==> src/odiq_pkg.sv <==
`timescale 1ns / 1ps
`default_nettype none

package odiq_pkg;

    // number of qualified input lines
    localparam int NUM_CH = 3;
    localparam int CH_W = 2;
    localparam int COUNTER_WIDTH_DEF = 16;

    // configuration port
    localparam int CFG_W = 16;
    localparam int CFG_IDX_W = 2;
    localparam logic [CFG_IDX_W-1:0] CFG_DEBOUNCE_TICKS = 2'd0;
    localparam logic [CFG_IDX_W-1:0] CFG_PROTOCOL_MODE = 2'd1;
    localparam logic [CFG_IDX_W-1:0] CFG_PROTOCOL_EDGE = 2'd2;
    localparam logic [CFG_IDX_W-1:0] CFG_THIRD_ENABLE = 2'd3;

    localparam logic [CFG_W-1:0] DEBOUNCE_RESET = 16'd20;
    localparam logic [NUM_CH-1:0] EDGE_MASK_RESET = 3'b111;

    typedef enum logic [1:0] {
        OP_START = 2'd0,
        OP_TICK  = 2'd1,
        OP_ARM   = 2'd2,
        OP_READ  = 2'd3
    } op_t;

    typedef enum logic [1:0] {
        KIND_LEVEL   = 2'd0,
        KIND_TRIGGER = 2'd1,
        KIND_READ    = 2'd2
    } kind_t;

    // per-lane control for one accepted word
    typedef struct packed {
        logic start;
        logic tick;
        logic arm;
        logic enabled;
        logic mode;
        logic rising;
    } lane_ctrl_t;

    // event found by one lane
    typedef struct packed {
        logic  fire;
        kind_t kind;
        logic  level;
    } lane_evt_t;

    // one queued result word
    typedef struct packed {
        kind_t           kind;
        logic [CH_W-1:0] channel;
        logic            level;
    } slot_t;

endpackage

`default_nettype wire

==> src/opto_input_debounce_qualifier.sv <==
`timescale 1ns / 1ps
`default_nettype none

// channel   direction  signals                          contents
// s_        in         s_tvalid s_tready s_tdata s_tuser  operation, channel, line levels
// m_        out        m_tvalid m_tready m_tdata m_tuser  kind, channel, level, last
// cfg_      in         cfg_we cfg_index cfg_data          register writes, no read-back
//
// a word is taken on a handshake; its results (zero to three) leave one per cycle while m_tready is high
// from a three-entry result queue, so a tick releasing three events holds the
// input until they have gone; the next word is taken in the cycle the last result goes
// all lane state and the queue count clear on rst_n low; ticks are ignored until start
// a stalled m_ side holds the queue head and stops s_ while any result is waiting

module opto_input_debounce_qualifier #(
    parameter int COUNTER_WIDTH = odiq_pkg::COUNTER_WIDTH_DEF
) (
    input  wire                                 clk,
    input  wire                                 rst_n,
    input  wire                                 s_tvalid,
    output logic                                s_tready,
    input  wire  [7:0]                          s_tdata,   // channel[1:0], line_levels[4:2]
    input  wire  [1:0]                          s_tuser,   // operation[1:0]
    output logic                                m_tvalid,
    input  wire                                 m_tready,
    output logic [7:0]                          m_tdata,   // event_channel[1:0], level[2]
    output logic [1:0]                          m_tuser,   // kind[1:0]
    output logic                                m_tlast,
    input  wire                                 cfg_we,
    input  wire  [odiq_pkg::CFG_IDX_W-1:0]      cfg_index,
    input  wire  [odiq_pkg::CFG_W-1:0]          cfg_data
);

    localparam int N = odiq_pkg::NUM_CH;

    logic [odiq_pkg::CFG_W-1:0] debounce_reg;
    logic [N-1:0]               mode_reg;
    logic [N-1:0]               edge_reg;
    logic                       third_en_reg;
    logic                       started_reg;

    odiq_pkg::op_t                   op;
    logic [odiq_pkg::CH_W-1:0]       channel;
    logic [N-1:0]                    lines;
    logic                            accept;
    logic [N-1:0]                    enabled;
    logic [N-1:0]                    confirmed;
    odiq_pkg::lane_evt_t [N-1:0]     evts;
    odiq_pkg::lane_ctrl_t [N-1:0]    ctrl;
    logic                            read_level;
    odiq_pkg::slot_t                 head;

    assign op      = odiq_pkg::op_t'(s_tuser);
    assign channel = s_tdata[1:0];
    assign lines   = s_tdata[4:2];
    assign accept  = s_tvalid && s_tready;

    // configuration registers
    always_ff @(posedge clk or negedge rst_n)
    begin
        if (!rst_n)
        begin
            debounce_reg <= odiq_pkg::DEBOUNCE_RESET;
            mode_reg     <= '0;
            edge_reg     <= odiq_pkg::EDGE_MASK_RESET;
            third_en_reg <= 1'b0;
        end
        else if (cfg_we)
        begin
            case (cfg_index)
                odiq_pkg::CFG_DEBOUNCE_TICKS: debounce_reg <= cfg_data;
                odiq_pkg::CFG_PROTOCOL_MODE:  mode_reg     <= cfg_data[N-1:0];
                odiq_pkg::CFG_PROTOCOL_EDGE:  edge_reg     <= cfg_data[N-1:0];
                odiq_pkg::CFG_THIRD_ENABLE:   third_en_reg <= cfg_data[0];
                default:                      ;
            endcase
        end
    end

    // started flag
    always_ff @(posedge clk or negedge rst_n)
    begin
        if (!rst_n)
        begin
            started_reg <= 1'b0;
        end
        else if (accept && (op == odiq_pkg::OP_START))
        begin
            started_reg <= 1'b1;
        end
    end

    // lanes, one per line
    for (genvar c = 0; c < N; c++)
    begin : g_lane
        assign enabled[c] = (c != 2) || third_en_reg;
        assign ctrl[c] = '{
            start:   accept && (op == odiq_pkg::OP_START),
            tick:    accept && (op == odiq_pkg::OP_TICK) && started_reg,
            arm:     accept && (op == odiq_pkg::OP_ARM) && (channel == odiq_pkg::CH_W'(c)),
            enabled: enabled[c],
            mode:    mode_reg[c],
            rising:  edge_reg[c]
        };

        odiq_lane #(
            .COUNTER_WIDTH (COUNTER_WIDTH)
        ) u_lane (
            .clk       (clk),
            .rst_n     (rst_n),
            .ctrl      (ctrl[c]),
            .cur       (lines[c]),
            .debounce  (debounce_reg),
            .evt       (evts[c]),
            .confirmed (confirmed[c])
        );
    end

    // read response level
    always_comb
    begin
        read_level = 1'b0;
        for (int c = 0; c < N; c++)
        begin
            if ((channel == odiq_pkg::CH_W'(c)) && enabled[c] && !mode_reg[c])
            begin
                read_level = confirmed[c];
            end
        end
    end

    odiq_merge u_merge (
        .clk          (clk),
        .rst_n        (rst_n),
        .load         (accept),
        .read_op      (op == odiq_pkg::OP_READ),
        .read_channel (channel),
        .read_level   (read_level),
        .evts         (evts),
        .ready        (s_tready),
        .head_valid   (m_tvalid),
        .head_taken   (m_tready),
        .head         (head),
        .head_last    (m_tlast)
    );

    assign m_tuser = head.kind;
    assign m_tdata = {5'b0, head.level, head.channel};

endmodule

`default_nettype wire

==> src/odiq_lane.sv <==
`timescale 1ns / 1ps
`default_nettype none

module odiq_lane #(
    parameter int COUNTER_WIDTH = odiq_pkg::COUNTER_WIDTH_DEF
) (
    input  wire                            clk,
    input  wire                            rst_n,
    input  odiq_pkg::lane_ctrl_t           ctrl,
    input  wire                            cur,
    input  wire  [odiq_pkg::CFG_W-1:0]     debounce,
    output odiq_pkg::lane_evt_t            evt,
    output logic                           confirmed
);

    localparam int CMP_W = (COUNTER_WIDTH > odiq_pkg::CFG_W) ? COUNTER_WIDTH : odiq_pkg::CFG_W;

    logic                     prev_reg, prev_next;
    logic                     confirmed_reg, confirmed_next;
    logic                     pending_reg, pending_next;
    logic                     armed_reg, armed_next;
    logic [COUNTER_WIDTH-1:0] count_reg, count_next;
    logic                     edge_hit;
    logic                     changed;

    assign changed   = cur != prev_reg;
    assign edge_hit  = ctrl.rising ? (!prev_reg && cur) : (prev_reg && !cur);
    assign confirmed = confirmed_reg;

    // next state and event for this line
    always_comb
    begin
        prev_next      = prev_reg;
        confirmed_next = confirmed_reg;
        pending_next   = pending_reg;
        armed_next     = armed_reg;
        count_next     = count_reg;
        evt            = '{fire: 1'b0, kind: odiq_pkg::KIND_LEVEL, level: cur};
        if (ctrl.start)
        begin
            prev_next      = cur;
            confirmed_next = cur;
            pending_next   = 1'b0;
            count_next     = '0;
            armed_next     = ctrl.enabled && ctrl.mode;
        end
        else if (ctrl.tick)
        begin
            prev_next = cur;
            if (ctrl.enabled && ctrl.mode)
            begin
                // protocol trigger on the configured edge
                if (armed_reg && edge_hit)
                begin
                    armed_next = 1'b0;
                    evt.fire   = 1'b1;
                    evt.kind   = odiq_pkg::KIND_TRIGGER;
                end
            end
            else if (ctrl.enabled)
            begin
                // quiet counter restarts on a change and saturates
                if (changed)
                begin
                    count_next   = '0;
                    pending_next = 1'b1;
                end
                else if (count_reg != {COUNTER_WIDTH{1'b1}})
                begin
                    count_next = count_reg + 1'b1;
                end
                if (pending_next && (CMP_W'(count_next) >= CMP_W'(debounce)))
                begin
                    pending_next = 1'b0;
                    if (cur != confirmed_reg)
                    begin
                        confirmed_next = cur;
                        evt.fire       = 1'b1;
                    end
                end
            end
        end
        else if (ctrl.arm && ctrl.enabled && ctrl.mode)
        begin
            armed_next = 1'b1;
        end
    end

    always_ff @(posedge clk or negedge rst_n)
    begin
        if (!rst_n)
        begin
            prev_reg      <= 1'b0;
            confirmed_reg <= 1'b0;
            pending_reg   <= 1'b0;
            armed_reg     <= 1'b0;
            count_reg     <= '0;
        end
        else
        begin
            prev_reg      <= prev_next;
            confirmed_reg <= confirmed_next;
            pending_reg   <= pending_next;
            armed_reg     <= armed_next;
            count_reg     <= count_next;
        end
    end

endmodule

`default_nettype wire

==> src/odiq_merge.sv <==
`timescale 1ns / 1ps
`default_nettype none

module odiq_merge (
    input  wire                                        clk,
    input  wire                                        rst_n,
    input  wire                                        load,
    input  wire                                        read_op,
    input  wire  [odiq_pkg::CH_W-1:0]                  read_channel,
    input  wire                                        read_level,
    input  odiq_pkg::lane_evt_t [odiq_pkg::NUM_CH-1:0] evts,
    output logic                                       ready,
    output logic                                       head_valid,
    input  wire                                        head_taken,
    output odiq_pkg::slot_t                            head,
    output logic                                       head_last
);

    localparam int CNT_W = 2;

    odiq_pkg::slot_t [odiq_pkg::NUM_CH-1:0] slot_reg, slot_next;
    odiq_pkg::slot_t [odiq_pkg::NUM_CH-1:0] fresh;
    logic [CNT_W-1:0]                       cnt_reg, cnt_next;
    logic [CNT_W-1:0]                       fresh_cnt;
    logic                                   pop;

    assign head_valid = cnt_reg != '0;
    assign head       = slot_reg[0];
    assign head_last  = cnt_reg == CNT_W'(1);
    assign pop        = head_valid && head_taken;
    // room for a new word once the queue drains this cycle
    assign ready      = (cnt_reg == '0) || ((cnt_reg == CNT_W'(1)) && head_taken);

    // pack lane events in ascending channel order, or the single read result
    always_comb
    begin
        fresh     = '0;
        fresh_cnt = '0;
        if (read_op)
        begin
            fresh[0]  = '{kind: odiq_pkg::KIND_READ, channel: read_channel, level: read_level};
            fresh_cnt = CNT_W'(1);
        end
        else
        begin
            for (int c = 0; c < odiq_pkg::NUM_CH; c++)
            begin
                if (evts[c].fire)
                begin
                    fresh[fresh_cnt] = '{kind: evts[c].kind,
                                         channel: odiq_pkg::CH_W'(c),
                                         level: evts[c].level};
                    fresh_cnt = fresh_cnt + 1'b1;
                end
            end
        end
    end

    // result queue: load on accept, shift on take
    always_comb
    begin
        slot_next = slot_reg;
        cnt_next  = cnt_reg;
        if (load)
        begin
            slot_next = fresh;
            cnt_next  = fresh_cnt;
        end
        else if (pop)
        begin
            for (int i = 0; i < odiq_pkg::NUM_CH - 1; i++)
            begin
                slot_next[i] = slot_reg[i+1];
            end
            cnt_next = cnt_reg - 1'b1;
        end
    end

    always_ff @(posedge clk or negedge rst_n)
    begin
        if (!rst_n)
        begin
            cnt_reg <= '0;
        end
        else
        begin
            cnt_reg <= cnt_next;
        end
    end

    always_ff @(posedge clk)
    begin
        slot_reg <= slot_next;
    end

endmodule

`default_nettype wire

==> config.mk <==
export PLATFORM = sky130hd
export DESIGN_NAME = opto_input_debounce_qualifier
export DESIGN_NICKNAME = d
export VERILOG_FILES = /design/src/odiq_pkg.sv /design/src/opto_input_debounce_qualifier.sv /design/src/odiq_lane.sv /design/src/odiq_merge.sv
export SDC_FILE = /design/constraint.sdc
export NUM_CORES = 1
export LEC_CHECK = 0
export BUFFER_PORTS_ARGS = -buffer_cell sky130_fd_sc_hd__buf_4
export CELL_PAD_IN_SITES_DETAIL_PLACEMENT = 0
export CELL_PAD_IN_SITES_GLOBAL_PLACEMENT = 1
export CORE_MARGIN = 3
export CORE_UTILIZATION = 30
export CTS_CLUSTER_DIAMETER = 80
export DETAILED_ROUTE_END_ITERATION = 16
export HOLD_SLACK_MARGIN = 0.05
export MAX_ROUTING_LAYER = met4
export PLACE_DENSITY_LB_ADDON = 0.08
export SETUP_SLACK_MARGIN = 0.05
export SLEW_MARGIN = 25
export SYNTH_ARGS = -nofsm -noshare
export SYNTH_HDL_FRONTEND = slang
export SYNTH_SLANG_ARGS = --single-unit
==> constraint.sdc <==
create_clock -name clk -period 7 [get_ports clk]
set_input_delay 0.7 -clock clk [delete_from_list [all_inputs] [get_ports clk]]
set_output_delay 0.7 -clock clk [all_outputs]
set_load 0.05 [all_outputs]
Word level (Yosys, flattened, before mapping). Index checks and enable logic that the tools add are counted.

Word-level logic and storage cells: 283. Bits of input ports: 33. Output and inout bits: 13. Flip-flop bits (word level): 101.

Eq/ne operators: 27. Magnitude comparators: 7. Reductions and logical operators: 73. Add/sub/neg operators: 6. Mux-type cells: 140.

Operators with widths (count): 2-to-1 mux 16 bit (26); 2-to-1 mux 1 bit (80); adder 16 x 1 -> 16 bit (second input constant) (3); greater-or-equal comparator 16 bit (3); inequality test 16 bit (second input constant) (3); 2-to-1 mux 15 bit (3); logical AND 1 bit (33); bitwise mux 15 bit (2); 2-to-1 mux 5 bit (6); 2-to-1 mux 3 bit (9); demux 5 bit (select 2 bit) (2); 2-to-1 mux 10 bit (2); 2-to-1 mux 2 bit (10); nonzero test 2 bit (10); inequality test 3 x 1 -> 1 bit (second input constant) (4); AND reduction 2 bit (6); AND reduction 3 bit (4); equality test 2 bit (second input constant) (5); zero test 1 bit (9); nonzero test 3 bit (3); equality test 2 x 1 -> 1 bit (second input constant) (4); zero test 2 bit (4); AND reduction 4 bit (2); < comparator 2 x 3 -> 1 bit (second input constant) (2); other kinds (9) (18).

Depth between registers and ports, before layout. Gate-level depths: netlist (run 1).

Word-level depth: 27. Depth in mapped cells: 20. Mapped depth without buffers: 18.

Hierarchy. From an unflattened synthesis (run 1), not the netlist that was laid out.

Cell total of the unflattened synthesis: 907. Area total of the unflattened synthesis: 7955.1 µm².

By module, submodules not included: odiq_lane at g_lane[0].u_lane ... (cells each 246, sequential area each 500.5 µm², instances 2, area an instance 1971.9 µm²); odiq_lane at g_lane[1].u_lane (cells each 246, sequential area each 500.5 µm², instances 1, area an instance 1948.1 µm²); opto_input_debounce_qualifier (cells each 76, sequential area each 606.8 µm², instances 1, area an instance 1061.0 µm²); odiq_merge (cells each 93, sequential area each 470.5 µm², instances 1, area an instance 1002.2 µm²).

Least setup slack after synthesis (run 1). OpenSTA, ideal clock, no wires.

Path kind: register to register. From: register g_lane[0].u_lane.count_reg[0]. To: register u_merge.slot_reg[8] (netlist name) (data pin). Setup time: 195 ps. Path buffers: 1. Period minus slack after synthesis: 4038 ps. Stages on the path, launching flop included: 20. Arrival time: 3843 ps. Path slack: 2962 ps. Data required time: 6805 ps. Path through: dfrtp_1 > ha_1 > nand3_1 > or2_2 > nor3_1 > buf_2 > nor2_1 > nand3_1 > xor2_1 > nor2_1 > ha_1 > a21oi_1 > and3_1 > o21ai_0 > a32o_1 > nor3_4 > inv_1 > ha_1 > and2_1 > o311ai_0.

RTL lines: start, declared (line odiq_lane.sv:22) `logic [COUNTER_WIDTH-1:0] count_reg, count_next;`; start signal, assigned (line odiq_lane.sv:105) `count_reg <= count_next;`; end signal, assigned (line odiq_merge.sv:93) `slot_reg <= slot_next;`; end, declared (line odiq_merge.sv:21) `odiq_pkg::slot_t [odiq_pkg::NUM_CH-1:0] slot_reg, slot_next;`.

==> flow_metrics.py, run 1 <==
metrics = {
    "status": {
        "status": "finished clean",
    },
    "cells_and_area": {
        "layout-drive-gt1-share": 0.124,
        "nFillCells": 2379,
        "final_cell_count_no_fill": 1129,
        "utilization": 0.344,
        "area_growth_pct": 11.9,
        "largest_reg_flops": 48,
        "nets": 907,
        "diodes": 0,
    },
    "detailed_routing": {
        "drc": 0,
        "avgViaCountPerCell": 5.23,
        "first_iter_violations": 289,
        "wire_per_inst_um": 17.6,
        "drt-total-wl_um": 19900,
        "firstDrtPassIters": 6,
        "ant_nets": 0,
        "num_vias": 5900,
    },
    "sta": {
        "hold_viol": 0,
        "slew_viol_final": 0,
        "max_freq_mhz": 205,
        "setup-violations-final": 0,
        "rsz0062_at_grt": "no",
        "tightest_slew_ns": 0.899,
        "fin_crit_sh": 0.697,
        "setup_tns_ns": 0,
        "fin_skew_ns": 0.0115,
        "whs_ns": 0.228,
        "min_period_ns": 4.88,
        "relSlewSlack": 0.397,
    },
    "yosys": {
        "synthArstFlopShare": 0.878,
        "syn_inst": 794,
        "synth-edff-count": 12,
        "yosysTopAreaCellShare": 0.290,
        "ys.flop_type": "dfrtp_1",
        "yosys-top-cells-area": "dfrtp_1 (29%), ha_1 (11%), o21ai_0 (5.2%)",
        "synth_warnings": 0,
        "synth.avg_cell_area_um2": 8.81,
        "synth_cell_types": 75,
        "syn_area_mm2": 0.00699,
        "synth_top_area_cell": "dfrtp_1",
        "synth_top_cells_by_count": "dfrtp_1 (81), nand2_1 (81), nor2_1 (81), o21ai_0 (73), ha_1 (63)",
        "yosys_register_bits": 98,
        "synth-seq-area-share": 0.360,
    },
    "clock_tree": {
        "cts_buffers": 9,
        "cts_buffer_depth": 2,
        "htree_levels": 3,
        "clock_latency_ns": 0.36,
        "cts_tree": "yes",
        "cts.sinks": 98,
        "cts_resized": 0,
        "cts_hold_buffers": 0,
        "post_cts_buffers": 0,
        "clk_pin_slew_ns": 0.08,
        "root_buffer": "clkbuf_16",
    },
    "setup_path": {
        "r2r-start": "g_lane[1].u_lane.count_reg[3]$_DFFE_PN0P_",
        "cp-start-kind": "flip-flop",
        "reg2reg_depth": 16,
        "cp-end-kind": "flip-flop",
        "crit_type": "flip-flop to flip-flop",
        "ff2ff_setup_slack_ns": 2.12,
        "path_max_fanout": 8,
        "crit_end": "u_merge.slot_reg[8]$_DFFE_PP_",
        "startpoint": "g_lane[1].u_lane.count_reg[3]$_DFFE_PN0P_",
        "cp.arrival_ns": 5.03,
        "r2r_end": "u_merge.slot_reg[8]$_DFFE_PP_",
        "required_ns": 7.16,
    },
    "place": {
        "port_buffers": 37,
        "dp.final_hpwl_um": 15100,
        "dp.cells": 1113,
        "gp_congestion": 0.832,
    },
    "global_routing": {
        "grt_pass1_vias": 5693,
        "grt_util_met3": 0.0179,
        "grtUsageMet2": 0.263,
        "grtUsageTotal": 0.167,
        "grt-busiest-layer": "met2",
        "grt_overflow": 0,
        "grt_max_degree": 65,
        "antenna_found_initial": 0,
        "met1_usage": 0.225,
        "grt_pass1_wl_um": 31700,
    },
    "run": {
        "timing.max_cap.violations": 0,
    },
    "die": {
        "rows": 55,
        "ios": 46,
        "die_area_mm2": 0.0252,
        "chipHeight_um": 159,
        "start_util": 0.307,
        "core_area_mm2": 0.0228,
        "fp.dieW_um": 159,
    },
    "worst_hold_path": {
        "hold_class": "input pin to asynchronous set/reset pin",
    },
    "power": {
        "total_power_mw": 1.90,
        "ir_drop_mv": 0.0911,
        "powerDensity_mw_per_mm2": 243,
        "p_leak_nw": 3.50,
    },
}
==> per-layer routing <==
metal	up-vias	routed length, um
met5	-	0
met4	0	400
met3	23	562
met2	94	9300
met1	2872	9660
li1	2911	-
==> area by class of cell <==
cell class                      count  area (um^2)  share of cell area
Sequential cell                    98         2520               0.322
Tap cell                          313          392              0.0500
Clock inverter                      7         98.8              0.0126
Clock buffer                        9          225              0.0288
Inverter                           37          139              0.0177
Timing Repair Buffer               41          308              0.0393
Multi-Input combinational cell    624         4150               0.530
==> how the worst min path moves through the flow <==
stage	start	to	slack, ns	depth (start not counted)
4_1_cts	rst_n	g_lane[2].u_lane.count_reg[6]$_DFFE_PN0P_	0.24	1
6_report	rst_n	g_lane[2].u_lane.count_reg[6]$_DFFE_PN0P_	0.23	1
5_1_grt	rst_n	g_lane[2].u_lane.count_reg[6]$_DFFE_PN0P_	0.24	1
3_3_place_gp	started_reg$_DFFE_PN0P_	started_reg$_DFFE_PN0P_	0.45	1
3_5_place_dp	started_reg$_DFFE_PN0P_	started_reg$_DFFE_PN0P_	0.45	1
2_1_floorplan	rst_n	debounce_reg[0]$_DFFE_PN0P_	0.40	0
==> layout by cell type, fill, tap and decap left out, types with 6 or more instances in the layout <==
cell type / synthesis / layout
nand3_1: 41 / 41
a21oi_1: 35 / 35
nand2_1: 81 / 81
nor2_1: 81 / 81
and3_1: 10 / 10
dfrtp_1: 81 / 81
o31ai_1: 18 / 18
clkbuf_16: 0 / 9
inv_1: 36 / 36
o21ai_0: 73 / 73
mux2i_1: 11 / 11
edfxtp_1: 12 / 12
nand4_1: 11 / 11
mux2_2: 12 / 12
and2_1: 6 / 6
buf_4: 12 / 41
nor3_1: 10 / 10
ha_1: 63 / 63
nand2b_1: 6 / 6
a31oi_1: 24 / 24
xnor2_1: 17 / 17
a21o_1: 11 / 11
or2_2: 6 / 6
xor2_1: 18 / 18
==> report_power, final <==
part           total, mW  internal (mW)  switching (mW)
clock network      0.572          0.317           0.255
registers          0.745          0.682          0.0628
logic              0.582          0.188           0.394
==> worst max-delay path: stages (launching register included) <==
cell	delay, ns
dfrtp_1	0.51
and4_4	0.30
nand4_2	0.16
or2_2	0.38
nor4_1	0.42
o211ai_1	0.20
o21ai_0	0.18
nor2_1	0.09
ha_1	0.31
nand4_1	0.14
nor2_1	0.06
a211oi_1	0.27
a2bb2oi_1	0.49
nand2_1	0.25
ha_1	0.40
and2_1	0.21
o311ai_0	0.30
==> metrics by stage <==
step	setup WS [ns]	cell area [um^2]
4_1_cts	2.13	7830
2_1_floorplan	2.96	7010
3_3_place_gp	2.20	7500
3_5_place_dp	2.16	7500
5_1_grt	1.61	7830
6_report	2.12	7830
==> cells by family after synthesis <==
family | Yosys count | synth area share
AOI/OAI and AO/OA | 209 | 0.189
xor gates and xnor gates | 35 | 0.0438
adders and majority gates | 63 | 0.113
buffers and inverters | 76 | 0.0508
DFF | 98 | 0.360
muxes | 23 | 0.0351
other | 1 | 0.000536
and+or+nand+nor | 289 | 0.208
Power figures use the tool's default switching activity.
==> run 2, diff against run 1 <==
- clock period: 7 -> 4.5 ns (I/O delays scaled with it)
==> run 2 against run 1 <==
Non-clock buffer count grew 26. Die area is the same. Combinational power grew 63%. Sequential share of layout area shrank 0.95 points. Critical path type unchanged. Critical path depth is the same. Clock power grew 40%.
==> flow_metrics.py, run 2 (synthesis results as in run 1) <==
metrics = {
    "cells_and_area": {
        "area_growth_pct": 15.4,
        "diodes": 0,
        "largest_reg_flops": 48,
        "final_cell_mix": "nand2_1 (81), nor2_1 (81), dfrtp_1 (79)",
        "nets": 933,
        "layout-drive-gt1-share": 0.167,
    },
    "setup_path": {
        "r2r-start": "g_lane[2].u_lane.count_reg[0]$_DFFE_PN0P_",
        "r2r_end": "u_merge.head[2]$_DFFE_PP_",
        "cp-start-kind": "flip-flop",
        "required_ns": 4.62,
        "reg2reg_depth": 16,
        "crit_end": "u_merge.head[2]$_DFFE_PP_",
        "ff2ff_setup_slack_ns": 0.26,
        "cp.arrival_ns": 4.37,
        "crit_type": "flip-flop to flip-flop",
        "startpoint": "g_lane[2].u_lane.count_reg[0]$_DFFE_PN0P_",
        "cp-end-kind": "flip-flop",
        "path_max_fanout": 8,
    },
    "clock_tree": {
        "clk_pin_slew_ns": 0.08,
        "root_buffer": "clkbuf_16",
        "htree_levels": 3,
        "cts_tree": "yes",
        "cts_buffers": 9,
        "cts.sinks": 98,
        "clock_latency_ns": 0.36,
        "cts_hold_buffers": 0,
        "cts_buffer_depth": 2,
    },
    "sta": {
        "min_period_ns": 4.24,
        "setup-violations-final": 0,
        "relSlewSlack": 0.435,
        "fin_skew_ns": 0.0120,
        "hold_viol": 0,
        "setup_tns_ns": 0,
        "max_freq_mhz": 236,
        "slew_viol_final": 0,
        "tightest_slew_ns": 0.845,
        "fin_crit_sh": 0.943,
        "rsz0062_at_grt": "yes",
    },
    "place": {
        "port_buffers": 37,
        "gp_congestion": 0.826,
        "dp.final_hpwl_um": 15300,
    },
    "global_routing": {
        "grtUsageTotal": 0.171,
        "antenna_found_initial": 0,
        "grt_overflow": 0,
        "grt_pass1_wl_um": 32400,
        "grt_pass1_vias": 5831,
        "grt_max_degree": 45,
    },
    "detailed_routing": {
        "firstDrtPassIters": 5,
        "drc": 0,
        "ant_nets": 0,
        "wire_per_inst_um": 17.5,
        "num_vias": 5925,
        "drt-total-wl_um": 20200,
        "avgViaCountPerCell": 5.13,
        "first_iter_violations": 332,
    },
    "power": {
        "powerDensity_mw_per_mm2": 360,
        "total_power_mw": 2.90,
        "p_leak_nw": 3.65,
        "ir_drop_mv": 0.216,
    },
    "die": {
        "die_area_mm2": 0.0252,
        "fp.dieW_um": 159,
        "start_util": 0.307,
        "rows": 55,
        "ios": 46,
        "core_area_mm2": 0.0228,
        "chipHeight_um": 159,
    },
    "run": {
        "timing.max_cap.violations": 0,
    },
    "worst_hold_path": {
        "hold_class": "input pin to asynchronous set/reset pin",
    },
    "status": {
        "status": "finished clean",
    },
}
## run 2: cell types whose count changed in the layout (fill, tap and decap cells not counted), moves of 2 or more
cell and change:
buf_4 +26, bufinv_16 -2, xor2_2 +2, dfrtp_2 +2, o21ai_0 -2, xor2_1 -2
dfrtp_1 -2, nor4_1 -2, inv_8 +2
## run 2: metal layers
metal,vias to the layer above,part of all wire,track usage
li1,2956,-,-
met1,2882,0.48,0.221
met2,72,0.48,0.285
met3,15,0.020,0.0207
met4,0,0.014,0.0418
met5,-,0,-
## run 2: worst min path at each step
stage | start | endpoint | cells after the start
floorplan | rst_n | debounce_reg[0]$_DFFE_PN0P_ | 0
global placement | started_reg$_DFFE_PN0P_ | started_reg$_DFFE_PN0P_ | 1
detailed placement | started_reg$_DFFE_PN0P_ | started_reg$_DFFE_PN0P_ | 1
CTS | rst_n | g_lane[2].u_lane.count_reg[9]$_DFFE_PN0P_ | 1
global route | rst_n | g_lane[2].u_lane.count_reg[9]$_DFFE_PN0P_ | 1
finish | rst_n | g_lane[2].u_lane.count_reg[10]$_DFFE_PN0P_ | 1
## run 2: per-stage QoR
stage                     setup slack, ns  std cells   util  cell area, um^2  hold slack [ns]
after floorplan                     0.462        798      -             7010            0.154
final                               0.256       1155  0.354             8070           0.0955
after global routing              0.00933       1155  0.354             8070            0.156
after detailed placement            0.101       1125  0.333             7590            0.450
after global placement              0.111       1125  0.333             7590            0.453
after CTS                          0.0831       1141  0.346             7890            0.127
## run 2: critical path, cell delays in order, from the launching register on
cell and delay [ns]:
dfrtp_1 0.42, ha_1 0.24, nand3_1 0.15, or2_2 0.21, nor4_4 0.06, buf_4 0.14
nor2_1 0.24, nand3_1 0.16, or2_2 0.29, a21oi_1 0.17, ha_1 0.26, and4_1 0.20
a221o_1 0.39, a211oi_2 0.38, o21bai_4 0.16, and2_2 0.26, a221o_1 0.26
## run 2: power breakdown
part | switching [mW] | internal [mW] | total (mW) | leakage (nW)
Sequential | 0.0935 | 1.06 | 1.16 | 1.24
Clock | 0.410 | 0.393 | 0.803 | 0.143
Combinational | 0.631 | 0.316 | 0.946 | 2.27
## run 2: final cells by class
type | count | area (um^2)
Sequential cell | 98 | 2520
Clock buffer | 9 | 225
Inverter | 37 | 139
Tap cell | 313 | 392
Multi-Input combinational cell | 624 | 4220
Clock inverter | 7 | 72.6
Fill cell | 2353 | 14700
Timing Repair Buffer | 67 | 503
## run 2: repair_timing
action                                  in CTS  in global routing
buffers inserted                             0                 14
resized for setup                            0                 19
endpoints found under the setup margin       0                 11
